==> config.mk <==
export PLATFORM = sky130hd
export DESIGN_NAME = three_axis_motion_sequencer
export DESIGN_NICKNAME = d
export VERILOG_FILES = /design/src/rtl/core/tams_pkg.sv /design/src/rtl/core/three_axis_motion_sequencer.sv /design/src/rtl/core/tams_step.sv
export SDC_FILE = /design/constraint.sdc
export NUM_CORES = 1
export LEC_CHECK = 0
export BUFFER_PORTS_ARGS = -buffer_cell sky130_fd_sc_hd__buf_4
export CAP_MARGIN = 25
export CORE_ASPECT_RATIO = 1.2
export CORE_MARGIN = 2
export CORE_UTILIZATION = 59
export CTS_CLUSTER_DIAMETER = 40
export DETAILED_ROUTE_END_ITERATION = 7
export PLACE_DENSITY = 0.86
export SKIP_LAST_GASP = 1
export SYNTH_ARGS = -nofsm -noshare
export SYNTH_HDL_FRONTEND = slang
export SYNTH_SLANG_ARGS = --single-unit
==> constraint.sdc <==
create_clock -name clk -period 3.3 [get_ports clk]
set_clock_uncertainty 0.15 [all_clocks]
set_input_delay 0.33 -clock clk [delete_from_list [all_inputs] [get_ports clk]]
set_output_delay 0.33 -clock clk [all_outputs]
set_load 0.01 [all_outputs]
==> src/rtl/core/tams_pkg.sv <==
package tams_pkg;

	// Compare values loaded into the PWM channels while a motor runs.
	localparam logic [9:0]  DUTY_ROT   = 10'd500;
	localparam logic [10:0] DUTY_UP    = 11'd1000;
	localparam logic [10:0] DUTY_DOWN  = 11'd1500;
	localparam logic [9:0]  DUTY_WRIST = 10'd900;

	// Reset values of the target registers.
	localparam logic [15:0] WRIST_HOME_RST = 16'd10000;
	localparam logic [15:0] WRIST_MID_RST  = 16'd5000;
	localparam logic [15:0] WRIST_FAR_RST  = 16'd60000;
	localparam logic [31:0] ROT_A_RST      = 32'd100000;
	localparam logic [31:0] ROT_B_RST      = 32'd150000;
	localparam logic [31:0] LIN_DOWN_RST   = 32'd10000;

	// Configuration register indexes.
	localparam int unsigned CFG_INDEX_W = 3;
	localparam logic [CFG_INDEX_W-1:0] CFG_WRIST_HOME = 3'd0;
	localparam logic [CFG_INDEX_W-1:0] CFG_WRIST_MID  = 3'd1;
	localparam logic [CFG_INDEX_W-1:0] CFG_WRIST_FAR  = 3'd2;
	localparam logic [CFG_INDEX_W-1:0] CFG_ROT_A      = 3'd3;
	localparam logic [CFG_INDEX_W-1:0] CFG_ROT_B      = 3'd4;
	localparam logic [CFG_INDEX_W-1:0] CFG_LIN_DOWN   = 3'd5;

	// Mode codes as reported on mode_now.
	localparam logic [1:0] MODE_CODE_HOME = 2'd0;
	localparam logic [1:0] MODE_CODE_CYC1 = 2'd1;
	localparam logic [1:0] MODE_CODE_CYC2 = 2'd2;

	typedef enum logic [2:0] {
		MODE_HOME = 3'b001,
		MODE_CYC1 = 3'b010,
		MODE_CYC2 = 3'b100
	} mode_t;

	// Direction A is rotation left, lift up, wrist left; B is the opposite.
	typedef enum logic [1:0] {
		MOTOR_OFF = 2'd0,
		MOTOR_A   = 2'd1,
		MOTOR_B   = 2'd2
	} motor_t;

	typedef struct packed {
		mode_t       mode;
		logic [1:0]  home_step;
		logic [2:0]  cycle1_step;
		logic [2:0]  cycle2_step;
	} seq_state_t;

	typedef struct packed {
		logic [15:0] wrist_home;
		logic [15:0] wrist_mid;
		logic [15:0] wrist_far;
		logic [31:0] rot_a;
		logic [31:0] rot_b;
		logic [31:0] lin_down;
	} targets_t;

	// One poll tick with the sensors and buttons already made active high.
	typedef struct packed {
		logic [31:0] rot_count;
		logic [31:0] lin_count;
		logic [15:0] wrist_count;
		logic        s1;
		logic        s2;
		logic        s3;
		logic        s4;
		logic        b1;
		logic        b2;
		logic        b3;
	} poll_t;

	typedef struct packed {
		motor_t      rot;
		motor_t      lift;
		motor_t      wrist;
		logic        clear_rot;
		logic        clear_lin;
		logic [1:0]  mode_code;
		logic [2:0]  step;
	} tick_result_t;

endpackage

==> src/rtl/core/three_axis_motion_sequencer.sv <==
// Three-axis motion sequencer. Every input beat is one poll tick (three encoder
// counts, four active-low limit sensors, three active-low buttons) and yields
// exactly one output beat: the PWM compare values of the rotation, lift and wrist
// H-bridges for the step that ran on that tick, the counter clear pulses, and the
// mode and step that ran. The block accepts a new beat in every cycle when in_stall
// is low, and each result is registered in the cycle after its beat is taken. The
// single-cycle rate comes from the step and mode update, which reads the state
// written by the previous beat, so the whole decision sits between the input
// ports and one result register. in_stall rises only while the result register
// holds a beat that the downstream side is stalling. The six target registers
// take a write on any cycle (cfg_ready is always high) and are meant to be changed
// only while no beat is in flight; writes to indexes beyond the list are dropped.
module three_axis_motion_sequencer (
	input  logic                               clk,
	input  logic                               arst_n,

	input  logic                               cfg_valid,
	output logic                               cfg_ready,
	input  logic [tams_pkg::CFG_INDEX_W-1:0]   cfg_index,
	input  logic [31:0]                        cfg_data,

	input  logic                               in_valid,
	output logic                               in_stall,
	input  logic [31:0]                        rot_count,
	input  logic [31:0]                        lin_count,
	input  logic [15:0]                        wrist_count,
	input  logic                               sensor_1_n,
	input  logic                               sensor_2_n,
	input  logic                               sensor_3_n,
	input  logic                               sensor_4_n,
	input  logic                               button_1_n,
	input  logic                               button_2_n,
	input  logic                               button_3_n,

	output logic                               out_valid,
	input  logic                               out_stall,
	output logic [9:0]                         rot_left_duty,
	output logic [9:0]                         rot_right_duty,
	output logic [10:0]                        lift_up_duty,
	output logic [10:0]                        lift_down_duty,
	output logic [9:0]                         wrist_left_duty,
	output logic [9:0]                         wrist_right_duty,
	output logic                               clear_rot,
	output logic                               clear_lin,
	output logic [1:0]                         mode_now,
	output logic [2:0]                         step_now
);
	import tams_pkg::*;

	seq_state_t   state_q;
	seq_state_t   state_next;
	targets_t     targets_q;
	poll_t        poll;
	tick_result_t res;
	logic         in_accept;

	// Configuration writes never wait.
	assign cfg_ready = 1'b1;

	always_ff @(posedge clk or negedge arst_n) begin
		if (!arst_n) begin
			targets_q.wrist_home <= WRIST_HOME_RST;
			targets_q.wrist_mid  <= WRIST_MID_RST;
			targets_q.wrist_far  <= WRIST_FAR_RST;
			targets_q.rot_a      <= ROT_A_RST;
			targets_q.rot_b      <= ROT_B_RST;
			targets_q.lin_down   <= LIN_DOWN_RST;
		end else if (cfg_valid) begin
			case (cfg_index)
				CFG_WRIST_HOME: targets_q.wrist_home <= cfg_data[15:0];
				CFG_WRIST_MID:  targets_q.wrist_mid  <= cfg_data[15:0];
				CFG_WRIST_FAR:  targets_q.wrist_far  <= cfg_data[15:0];
				CFG_ROT_A:      targets_q.rot_a      <= cfg_data;
				CFG_ROT_B:      targets_q.rot_b      <= cfg_data;
				CFG_LIN_DOWN:   targets_q.lin_down   <= cfg_data;
				default: ;
			endcase
		end
	end

	// The sensors and buttons are active low; the step logic works active high.
	assign poll.rot_count   = rot_count;
	assign poll.lin_count   = lin_count;
	assign poll.wrist_count = wrist_count;
	assign poll.s1          = ~sensor_1_n;
	assign poll.s2          = ~sensor_2_n;
	assign poll.s3          = ~sensor_3_n;
	assign poll.s4          = ~sensor_4_n;
	assign poll.b1          = ~button_1_n;
	assign poll.b2          = ~button_2_n;
	assign poll.b3          = ~button_3_n;

	tams_step u_step (
		.st      (state_q),
		.tgt     (targets_q),
		.poll    (poll),
		.st_next (state_next),
		.res     (res)
	);

	// A beat is taken whenever the result register is empty or is being
	// emptied in the same cycle.
	assign in_stall  = out_valid & out_stall;
	assign in_accept = in_valid & ~in_stall;

	// The mode and all three step counters move only on an accepted beat.
	// Sequences that are not running keep their step untouched.
	always_ff @(posedge clk or negedge arst_n) begin
		if (!arst_n) begin
			state_q.mode        <= MODE_HOME;
			state_q.home_step   <= 2'd0;
			state_q.cycle1_step <= 3'd0;
			state_q.cycle2_step <= 3'd0;
		end else if (in_accept) begin
			state_q <= state_next;
		end
	end

	always_ff @(posedge clk or negedge arst_n) begin
		if (!arst_n) begin
			out_valid <= 1'b0;
		end else if (in_accept) begin
			out_valid <= 1'b1;
		end else if (!out_stall) begin
			out_valid <= 1'b0;
		end
	end

	// Result register: the motor commands are turned into compare values here.
	always_ff @(posedge clk) begin
		if (in_accept) begin
			rot_left_duty    <= (res.rot == MOTOR_A)   ? DUTY_ROT   : 10'd0;
			rot_right_duty   <= (res.rot == MOTOR_B)   ? DUTY_ROT   : 10'd0;
			lift_up_duty     <= (res.lift == MOTOR_A)  ? DUTY_UP    : 11'd0;
			lift_down_duty   <= (res.lift == MOTOR_B)  ? DUTY_DOWN  : 11'd0;
			wrist_left_duty  <= (res.wrist == MOTOR_A) ? DUTY_WRIST : 10'd0;
			wrist_right_duty <= (res.wrist == MOTOR_B) ? DUTY_WRIST : 10'd0;
			clear_rot        <= res.clear_rot;
			clear_lin        <= res.clear_lin;
			mode_now         <= res.mode_code;
			step_now         <= res.step;
		end
	end

endmodule

==> src/rtl/core/tams_step.sv <==
module tams_step (
	input  tams_pkg::seq_state_t   st,
	input  tams_pkg::targets_t     tgt,
	input  tams_pkg::poll_t        poll,
	output tams_pkg::seq_state_t   st_next,
	output tams_pkg::tick_result_t res
);
	import tams_pkg::*;

	always_comb begin
		st_next       = st;
		res.rot       = MOTOR_OFF;
		res.lift      = MOTOR_OFF;
		res.wrist     = MOTOR_OFF;
		res.clear_rot = 1'b0;
		res.clear_lin = 1'b0;
		res.mode_code = MODE_CODE_HOME;
		res.step      = {1'b0, st.home_step};

		case (st.mode)
			MODE_CYC1: begin
				res.mode_code = MODE_CODE_CYC1;
				res.step      = st.cycle1_step;
				case (st.cycle1_step)
					3'd0: begin
						res.rot = MOTOR_B;
						if (poll.s2) st_next.cycle1_step = 3'd1;
					end
					3'd1: begin
						res.lift = MOTOR_A;
						if (poll.s4) st_next.cycle1_step = 3'd2;
					end
					3'd2: begin
						res.wrist = MOTOR_B;
						if (poll.wrist_count == tgt.wrist_mid) st_next.cycle1_step = 3'd3;
					end
					3'd3: st_next.cycle1_step = 3'd4;
					3'd4: begin
						res.wrist = MOTOR_A;
						if (poll.wrist_count == tgt.wrist_far) st_next.cycle1_step = 3'd5;
					end
					3'd5: begin
						res.lift = MOTOR_B;
						if (poll.s3) st_next.cycle1_step = 3'd6;
					end
					3'd6: begin
						res.rot = MOTOR_A;
						if (poll.s1) st_next.cycle1_step = 3'd0;
					end
					default: st_next.cycle1_step = 3'd0;
				endcase
				if (poll.b3) st_next.mode = MODE_HOME;
			end
			MODE_CYC2: begin
				res.mode_code = MODE_CODE_CYC2;
				res.step      = st.cycle2_step;
				case (st.cycle2_step)
					3'd0: begin
						res.rot = MOTOR_A;
						if (poll.rot_count == tgt.rot_a) st_next.cycle2_step = 3'd1;
					end
					3'd1: begin
						res.lift = MOTOR_A;
						if (poll.s4) st_next.cycle2_step = 3'd2;
					end
					3'd2: begin
						res.wrist = MOTOR_A;
						if (poll.wrist_count == tgt.wrist_far) st_next.cycle2_step = 3'd3;
					end
					3'd3: begin
						res.rot = MOTOR_A;
						if (poll.rot_count == tgt.rot_b) st_next.cycle2_step = 3'd4;
					end
					3'd4: begin
						res.lift = MOTOR_B;
						if (poll.lin_count == tgt.lin_down) st_next.cycle2_step = 3'd5;
					end
					3'd5: begin
						res.lift = MOTOR_B;
						if (poll.lin_count == 32'd0) st_next.cycle2_step = 3'd6;
					end
					3'd6: begin
						res.wrist = MOTOR_B;
						if (poll.wrist_count == 16'd0) st_next.cycle2_step = 3'd7;
					end
					default: begin
						res.rot = MOTOR_B;
						if (poll.rot_count == tgt.rot_a) st_next.cycle2_step = 3'd0;
					end
				endcase
				if (poll.b3) st_next.mode = MODE_HOME;
			end
			default: begin
				case (st.home_step)
					2'd0: begin
						res.rot = MOTOR_B;
						if (poll.s1) begin
							res.clear_rot     = 1'b1;
							st_next.home_step = 2'd1;
						end
					end
					2'd1: begin
						res.lift = MOTOR_B;
						if (poll.s3) begin
							res.clear_lin     = 1'b1;
							st_next.home_step = 2'd2;
						end
					end
					2'd2: begin
						res.wrist = MOTOR_A;
						if (poll.wrist_count == tgt.wrist_home) st_next.home_step = 2'd3;
					end
					default: begin
						if (poll.b3) st_next.home_step = 2'd0;
					end
				endcase
				// Cycle two wins when both start buttons are pressed.
				st_next.mode = MODE_HOME;
				if (poll.b1) st_next.mode = MODE_CYC1;
				if (poll.b2) st_next.mode = MODE_CYC2;
			end
		endcase
	end

endmodule
==> flow_summary.toml, run 1 <==
[floorplan]
ios = 199
num_rows = 48
die_y_um = 138
die_w_um = 115
start_util_pct = 60.7
core_area_um2 = 14500
dieArea_um2 = 15900

[synth]
yosysSeqAreaShare_pct = 49.4
syn_area_um2 = 8790
synth_edf_count = 13
synth_warnings = 0
ys.flop_type = "dfrtp_1"
async_reset_ff_share_pct = 92.3
ys_types = 49
synth_common_cells = "119 x dfrtp_1, 113 x xnor2_1, 78 x mux2_2"
postSynthCellCount = 704
synth_top_cell_area_share_pct = 33.9
synth_top_area_cell = "dfrtp_1"
synth_area_leaders = "dfrtp_1 34%, xnor2_1 11%, dfstp_2 11%"
ys_ff_latch = 169
synth_most_common_cell = "dfrtp_1"
synth.avg_cell_area_um2 = 12.5

[finish]
antenna_cells = 0
drive_gt1_share_pct = 37.2
final_cells = 1085
nets = 1003
fillers = 954
syn2layout_area_growth_pct = 22.5

[critical_path]
cp.buffers_inverters = 0
crit_fanout = 2
worstSetupStartpointType = "flip-flop"
cp-end-kind = "flip-flop"
required_ns = 3.46
cp_slowest_cell = "dfstp_2"
crit_arrival_ns = 2.66
worstPathCellList = "xnor2_1 > nand4_1 > nor4_1 > a31oi_1 > o21ai_0 > o211ai_1 > mux2_4"
cpPeakStageDelay_ns = 0.53
criticalPathCategory = "reg2reg"
path_delay_family = "simple AND/OR/NAND/NOR gates"

[place]
io_buffers = 168
gp_congestion = 0.934
dp_hpwl_um = 17100
dpl.cell_count = 1034

[timing]
fin_setup_tns_ns = 0
relSlewSlack_pct = 43.7
hold_viol_final = 0
setup_violations = 0
rsz0062_at_grt = "false"
finalCritPeriodShare_pct = 75.6
period_minus_slack_ns = 2.49
finalMaxSlewViolations = 0
timing.fmax_mhz = 401
tightest_slew_ns = 0.845

[global_route]
track_usage_pct = 29.7
antenna_found_initial = 0
grt_max_degree = 89
gr-total-overflow = 0
grt_pass1_vias = 6331
grt_pass1_wl_um = 34600

[outcome]
outcome = "finished clean"

[power]
combPwrFrac_pct = 23.9
p_sw_uw = 1920
vdd_drop_max_mv = 0.387
p_per_area_nw_per_um2 = 613
p_leak_uw = 0.00455
p_clk_share_pct = 30.6
p_sw_share_pct = 29.1
pwr-share-seq_pct = 45.5
p_int_uw = 4680

[detailed_routing]
ant_nets = 0
wl_per_cell_um = 21.0
drtPass1Iterations = 5
drtIter0Drc = 402
vias = 6227
drcViolationCount = 0
postRouteWirelength_um = 22700
vias_per_cell = 5.74

[cts]
cts_setup_buffers = 0
cts_resized = 0
numCtsBuffers = 17
cts.sinks = 169
ctsHtreeMaxLevel = 4
clkTransAtPathRegs_ns = 0.06
cts_root_buffer = "clkbuf_16"
cts_tree = "built"
clk_path_buf_depth = 2
clock_latency_ns = 0.44

[run]
maxCapViolCount = 0

[min_path]
min_path_type = "in2reg"
-- cells in the final DEF (no fill, tap or decap), types with 2 or more instances in the layout --
cell / Yosys / layout
xnor2_1: 113 / 113
buf_4: 57 / 176
ha_1: 4 / 4
xor2_1: 33 / 33
o21ai_0: 4 / 4
a22oi_1: 4 / 4
dfrtp_1: 119 / 119
nor2_1: 12 / 12
nand2b_1: 4 / 4
clkinvlp_4: 0 / 4
inv_1: 11 / 11
mux2_1: 67 / 67
clkbuf_1: 9 / 3
o31ai_1: 2 / 2
dlygate4sd3_1: 0 / 19
o311ai_1: 3 / 3
nand4_1: 32 / 32
nand2_1: 20 / 20
clkbuf_8: 0 / 2
a31oi_1: 4 / 4
o32ai_1: 3 / 3
mux2i_1: 2 / 2
bufinv_16: 0 / 2
nor3b_2: 2 / 2
o21ai_1: 2 / 2
dfstp_2: 37 / 37
o21bai_1: 2 / 2
mux2_2: 78 / 78
clkbuf_16: 0 / 18
nor4_1: 25 / 25
conb_1: 2 / 30
nand3_1: 5 / 5
o2111ai_1: 2 / 2
o211ai_1: 3 / 3
nor3_1: 5 / 4
edfxtp_1: 13 / 13
-- worst paths after layout --
kind / from / end / slack, ns / cells after the start
worst max-delay path: targets_q[13] / state_q[0] / 0.81 / 7
worst min-delay path: out_stall / out_valid / 0.006 / 3
worst max register to register: targets_q[13] / state_q[0] / 0.81 / 7
worst min register to register: targets_q[41] / targets_q[41] / 0.36 / 1
max in group asynchronous: arst_n / targets_q[36] / 1.71 / 3
min in group asynchronous: arst_n / targets_q[91] / 0.38 / 2
-- metal layers --
metal  vias to the layer above  share of wire, %  GRT usage [%]
met5                         -                 0              0
met4                         0               4.2           14.5
met3                        61               6.8           5.81
met2                       286                51           49.5
met1                      3138                38           37.0
li1                       2742                 -              -
-- state kept, by name, indices dropped and copies added, names as in the netlist --
signal and cells:
lift_down_duty 1, clear_lin 1, rot_left_duty 1, rot_right_duty 1, wrist_right_duty 1, lift_up_duty 1, targets_q 144, wrist_left_duty 1
clear_rot 1, step_now 3, state_q 11, out_valid 1, mode_now 2
-- area by class of cell --
class | instances | area (um2) | area share (%)
inverters | 12 | 45.0 | 0.418
flip-flops and latches | 169 | 4340 | 40.3
well taps | 200 | 250 | 2.32
clock buffers | 23 | 489 | 4.54
repair buffers | 196 | 1520 | 14.1
clock inverters | 9 | 113 | 1.05
multi-input cells | 476 | 4010 | 37.2
-- power groups by stage --
stage | sequential [uW] | clock, uW | combinational, uW
floorplan | 2910 | 0 | 1070
global placement | 2980 | 0 | 1490
detailed placement | 3030 | 0 | 1530
CTS | 2990 | 2040 | 1580
global route | 3050 | 2140 | 1700
finish | 3010 | 2020 | 1580
-- logic make-up (layout without fill, tap and decap cells) --
group                      Yosys count  after routing  share of synthesized area [%]
buffers and inverters               87            240                           6.25
and+or+nand+nor                    112            112                           7.13
AOI/OAI and AO/OA                   36             36                           3.06
muxes                              148            148                           19.0
adders and majority gates            4              4                          0.569
other                                2             30                         0.0854
DFF                                169            169                           49.4
xor gates and xnor gates           146            146                           14.5
-- tightest hold or removal path: stages --
cell and delay [ns]:
buf_4 0.08, nand2_1 0.07, nand2b_1 0.07
-- stage by stage --
stage / utilization (%) / instance area, um2 / hold slack, ns / setup WS, ns / total power (uW)
6_report: 74.4 / 10800 / 0.00597 / 0.806 / 6600
5_1_grt: 74.4 / 10800 / 0.0191 / 0.561 / 6890
4_1_cts: 74.4 / 10800 / 0.00202 / 0.843 / 6610
3_5_place_dp: 68.9 / 9980 / 0.286 / 0.824 / 4560
3_3_place_gp: 68.9 / 9980 / 0.275 / 0.835 / 4470
2_1_floorplan: - / 8890 / -0.116 / 1.28 / 3980
-- timing repair --
| item | CTS | global route |
|---|---|---|
| endpoints found under the hold margin | 97 | 0 |
| hold buffers | 19 | 0 |
| setup endpoints to repair | 0 | 0 |
(Power assumes the default switching activity.)
==> run 2, diff against run 1 <==
ABC_AREA = 1   (was unset)
CORE_UTILIZATION = 50   (was 59)
PLACE_DENSITY = 0.77   (was 0.86)
clock period = 2.02 ns   (was 3.3 ns; I/O delays follow)
==> run 2 against run 1 <==
  * Via count is 29% higher
  * Die area is 25% higher
  * Non-clock buffer count is 8 higher
  * Critical path type unchanged
  * Sequential power is 58% higher
==> flow_summary.toml, run 2 <==
[outcome]
outcome = "finished clean"

[synth]
synth_area_leaders = "dfrtp_1 32%, nand2_1 16%, dfstp_2 10%"
postSynthCellCount = 1228
synth_edf_count = 13
ys.flop_type = "dfrtp_1"
synth_top_area_cell = "dfrtp_1"
synth_most_common_cell = "nand2_1"
async_reset_ff_share_pct = 92.3
synth_top_cell_area_share_pct = 31.7
ys_types = 36
synth_common_cells = "400 x nand2_1, 150 x o21ai_0, 140 x inv_1"
yosysSeqAreaShare_pct = 46.2
synth_warnings = 0
syn_area_um2 = 9400
synth.avg_cell_area_um2 = 7.66
ys_ff_latch = 169

[critical_path]
crit_arrival_ns = 1.87
reg2regPathDepth = 6
criticalPathCategory = "reg2reg"
cp_slowest_cell = "dfrtp_1"
cp-end-kind = "flip-flop"
required_ns = 2.04
path_delay_family = "simple AND/OR/NAND/NOR gates"
crit_fanout = 6
worstPathCellList = "nor3_4 > inv_1 > nand2_2 > inv_1 > nand2_1 > o221ai_1"
worstSetupStartpointType = "flip-flop"
reg2reg_slack_ns = 0.17
startpoint = "state_q[9]"
r2r_start = "state_q[9]"
rr_endpoint = "lift_down_duty[8]"
cp.buffers_inverters = 2
cpPeakStageDelay_ns = 0.42
path_common_cell = "inv_1"

[finish]
final_cell_mix = "398 x nand2_1, 172 x buf_4, 150 x o21ai_0"
regMostFlops = "targets_q"
final_common_cell = "nand2_1"
largest_reg_flops = 144
drive_gt1_share_pct = 19.1
syn2layout_area_growth_pct = 23.7
final_cells = 1658
stdcell_area_um2 = 11600
reg_top3 = "targets_q: 144 flops, state_q: 11 flops, step_now: 3 flops"
ff_latch_area_um2 = 4340
fillers = 1570
multi_input_area_um2 = 4100
antenna_cells = 0
nets = 1524
layout.core_utilization_pct = 63.5

[place]
dpl.cell_count = 1600
dp_hpwl_um = 16300
gp_congestion = 0.868
io_buffers = 168
placed_cell_area_um2 = 10700

[cts]
cts_setup_buffers = 0
clock_latency_ns = 0.43
ctsHtreeMaxLevel = 4
numCtsBuffers = 17
clk_path_buf_depth = 2
clkTransAtPathRegs_ns = 0.06
cts_root_buffer = "clkbuf_16"
cts.sinks = 169
cts_tree = "built"

[timing]
period_minus_slack_ns = 1.85
fin_setup_tns_ns = 0
finalMaxSlewViolations = 0
finalCritPeriodShare_pct = 91.6
setup_violations = 0
rsz0062_at_grt = "false"
timing.fmax_mhz = 541
hold_viol_final = 0
hold_slack_ns = 0.00465

[floorplan]
start_util_pct = 51.4
core_area_um2 = 18300
dieArea_um2 = 19900
ios = 199
num_rows = 54
die_w_um = 129
die_y_um = 154

[min_path]
min-delay-start = "cfg_data[6]"
min_path_type = "in2reg"
worstHoldEndpoint = "targets_q[134]"
holdPathStages = 3

[power]
combPwrFrac_pct = 23.1
p_leak_uw = 0.00582
vdd_drop_max_mv = 0.589
p_per_area_nw_per_um2 = 944
p_sw_uw = 3200
p_sw_share_pct = 29.1
pwr-share-seq_pct = 43.2
p_clk_share_pct = 33.7
p_int_uw = 7790

[global_route]
gr-total-overflow = 0
antenna_found_initial = 0
grt_pass1_vias = 7802
track_usage_pct = 23.4
grt_pass1_wl_um = 36800
grt_max_degree = 65

[detailed_routing]
ant_nets = 0
vias_per_cell = 4.84
vias = 8018
postRouteWirelength_um = 22200
drtPass1Iterations = 5
wl_per_cell_um = 13.4
drcViolationCount = 0
drtIter0Drc = 581

[run]
maxCapViolCount = 0
run 2: worst max path at each step:
stage	to	cells after the start
after floorplan	state_q[2]	12
after global placement	state_q[0]	12
after detailed placement	state_q[1]	13
after CTS	lift_down_duty[8]	6
after global routing	state_q[1]	13
final	lift_down_duty[8]	6
run 2: worst min-delay path, delay by kind of cell:
family | cells | cell delay, ns
buffers and inverters | 2 | 0.17
AO/OA/AOI/OAI | 1 | 0.17
run 2: layer usage:
metal	GRT usage (%)	share of wire (%)
met2	40.5	50
met4	8.33	2.7
met1	28.8	41
met5	0	0
met3	4.95	6.2
run 2: power by group through the flow:
stage,logic [uW],clock network (uW),registers [uW]
floorplan,1840,0,4670
finish,2540,3700,4750
global route,2940,3890,4840
detailed placement,2500,0,4790
global placement,2420,0,4760
CTS,2560,3760,4740
run 2: cell families after synthesis:
| group | after synthesis | share of synthesized area [%] |
|---|---|---|
| AO/OA/AOI/OAI | 163 | 9.01 |
| buffers and inverters | 230 | 11.5 |
| adder cells (fa/ha/maj) | 4 | 0.532 |
| AND/OR/NAND/NOR | 566 | 24.0 |
| XOR/XNOR | 93 | 8.66 |
| flip-flops | 169 | 46.2 |
| other | 2 | 0.0799 |
| multiplexers | 1 | 0.106 |
run 2: timing repair:
action,4_1_cts,5_1_grt
gates resized for setup,0,1
hold endpoints to repair,152,0
endpoints found under the setup margin,0,1
hold buffers,26,0
run 2: cell type report:
| class | instances | share of cell area (%) |
|---|---|---|
| flip-flops and latches | 169 | 37.3 |
| multi-input cells | 857 | 35.2 |
| repair buffers | 204 | 14.3 |
| inverters | 144 | 4.65 |
| clock buffers | 19 | 3.89 |
| well taps | 252 | 2.71 |
| clock inverters | 13 | 1.91 |
run 2: stage by stage:
stage,worst slack (ns),total power (uW)
after floorplan,0.0418,6510
after global placement,0.253,7180
after detailed placement,0.214,7290
after CTS,0.186,11100
after global routing,0.0147,11700
final,0.170,11000
==> run 3, diff against run 2 <==
BUFFER_PORTS_ARGS = unset   (was -buffer_cell sky130_fd_sc_hd__buf_4)
CORE_UTILIZATION = 51   (was 50)
DONT_BUFFER_PORTS = 1   (was unset)
PLACE_DENSITY = 0.69   (was 0.77)
==> run 3 against run 2 <==
  * Die area decreased by 1.9%
  * Register-to-register slack got worse by 0.04 ns
  * Cell count fell by 11%
  * Power shrank 7.4%
  * The flow now finishes with violations (negative hold slack)
  * Sequential share of layout area increased by 4.5 points
  * Worst setup slack got worse by 0.036 ns
  * Clock power fell by 8.9%
  * First-iteration DRC count fell by 4.3%
  * Highest routed layer unchanged
==> flow_summary.toml, run 3 (same netlist as run 2, synthesis figures left out) <==
[outcome]
outcome = "complete, but fails checks"
violations = "negative hold slack"

[detailed_routing]
wl_per_cell_um = 14.3
vias = 7288
drtIter0Drc = 556
drcViolationCount = 0
vias_per_cell = 4.95
ant_nets = 0
postRouteWirelength_um = 21100
drtPass1Iterations = 5

[cts]
clock_latency_ns = 0.42
clkTransAtPathRegs_ns = 0.06
numCtsBuffers = 17
cts.sinks = 169
cts_tree = "built"
cts.hold.buffers_added = 40
cts_root_buffer = "clkbuf_16"
clk_path_buf_depth = 2
ctsHtreeMaxLevel = 4

[critical_path]
crit_fanout = 4
r2r_start = "targets_q[71]"
path_common_cell = "nand2_1"
cpPeakStageDelay_ns = 0.54
worstSetupStartpointType = "flip-flop"
reg2regPathDepth = 13
rr_endpoint = "state_q[0]"
required_ns = 2.18
cp_slowest_cell = "dfstp_2"
crit_arrival_ns = 2.04
cp-end-kind = "flip-flop"
criticalPathCategory = "reg2reg"
reg2reg_slack_ns = 0.13
worstPathCellList = "inv_1 > nand2_1 > nand2_1 > nor2_1 > nand2_1 > nor2_2 > nand2_1 > nor2_2 > nor2_1 > nor2_4 > nand2_2 > nand2_1 > nand2_1"

[place]
placed_cell_area_um2 = 9350
dpl_worst_slack_ns = 0.0851
io_buffers = 0
gp_congestion = 0.912
dp_hpwl_um = 15100

[global_route]
antenna_found_initial = 0
track_usage_pct = 22.4
grt_pass1_vias = 6993
grt_pass1_wl_um = 34400
gr-total-overflow = 0
grt_max_degree = 157

[power]
p_per_area_nw_per_um2 = 980
vdd_drop_max_mv = 0.618
p_leak_uw = 0.00501

[finish]
final_cell_mix = "398 x nand2_1, 150 x o21ai_0, 140 x inv_1"
antenna_cells = 0
nets = 1367
syn2layout_area_growth_pct = 10.3
reg_top3 = "targets_q: 144 flops, state_q: 11 flops, step_now: 3 flops"
largest_reg_flops = 144
final_common_cell = "nand2_1"
regMostFlops = "targets_q"
layout.core_utilization_pct = 57.3
drive_gt1_share_pct = 7.85
stdcell_area_um2 = 10400

[run]
maxCapViolCount = 0

[timing]
tightest_slew_ns = 0.651
hold_viol_final = 156
finalMaxSlewViolations = 0
finalCritPeriodShare_pct = 93.3
hold_slack_ns = -0.671
timing.fmax_mhz = 530
rsz0062_at_grt = "true"
setup_violations = 0
period_minus_slack_ns = 1.89
fin_ws_ns = 0.135
relSlewSlack_pct = 56.7

[min_path]
min_path_type = "in2async"

[floorplan]
start_util_pct = 51.9
dieArea_um2 = 19500
core_area_um2 = 18100
num_rows = 54
die_y_um = 153
die_w_um = 128
ios = 199
-- run 3: cell types whose count changed in the layout (fill, tap and decap cells not counted), moves of 2 or more --
cell / delta
buf_4: -168
dlygate4sd3_1: +14
nor2_1: -5
nor2_2: +5
clkbuf_1: +4
bufinv_16: -3
clkinv_2: -3
buf_12: -2
clkbuf_8: +2
clkinv_4: -2
-- run 3: power breakdown --
part	leakage [uW]	internal, uW	switching [uW]
combinational	0.00269	914	1070
sequential	0.00202	4210	605
clock	0.000298	2080	1300
total	0.00501	7200	2970
-- run 3: worst max-delay path: cells and delay by family (launching register included) --
kind	cells	cell delay, ns
buf+inv	1	0.04
flops	1	0.54
simple gates	12	1.03
-- run 3: layout make-up --
class,instances,area (um2)
Timing Repair Buffer,47,490
Sequential cell,169,4340
Fill cell,1679,7730
Clock buffer,25,495
Inverter,144,541
Clock inverter,7,114
Tap cell,224,280
Multi-Input combinational cell,857,4110
-- run 3: routing by layer --
metal | vias to the layer above | share of wire [%] | global-route usage (%)
met5 | - | 0 | 0
met4 | 0 | 1.9 | 7.80
met3 | 24 | 7.0 | 6.25
met2 | 218 | 49 | 37.6
met1 | 3332 | 42 | 27.6
li1 | 3714 | - | -
-- run 3: stage by stage --
stage	total power (uW)	hold WS [ns]	std cells	TNS, ns
floorplan	6510	-0.244	1256	0
CTS	10200	-0.694	1473	0
detailed placement	6770	-0.238	1401	0
finish	10200	-0.671	1473	0
global placement	6680	-0.236	1401	0
global route	10800	-0.697	1473	-0.0135
-- run 3: repair_timing --
item | CTS | global route
hold endpoints to repair | 308 | 156
gates resized for setup | 0 | 6
buffers inserted | 0 | 0
endpoints found under the setup margin | 0 | 3
-- run 3: worst max path at each step --
stage / startpoint / slack [ns] / cells after the start / to
after floorplan: out_valid / 0.04 / 12 / state_q[2]
after global placement: targets_q[71] / 0.12 / 13 / state_q[0]
after detailed placement: targets_q[71] / 0.09 / 13 / state_q[0]
after CTS: targets_q[71] / 0.07 / 13 / state_q[0]
after global routing: targets_q[74] / -0.01 / 13 / state_q[0]
final: targets_q[71] / 0.13 / 13 / state_q[0]
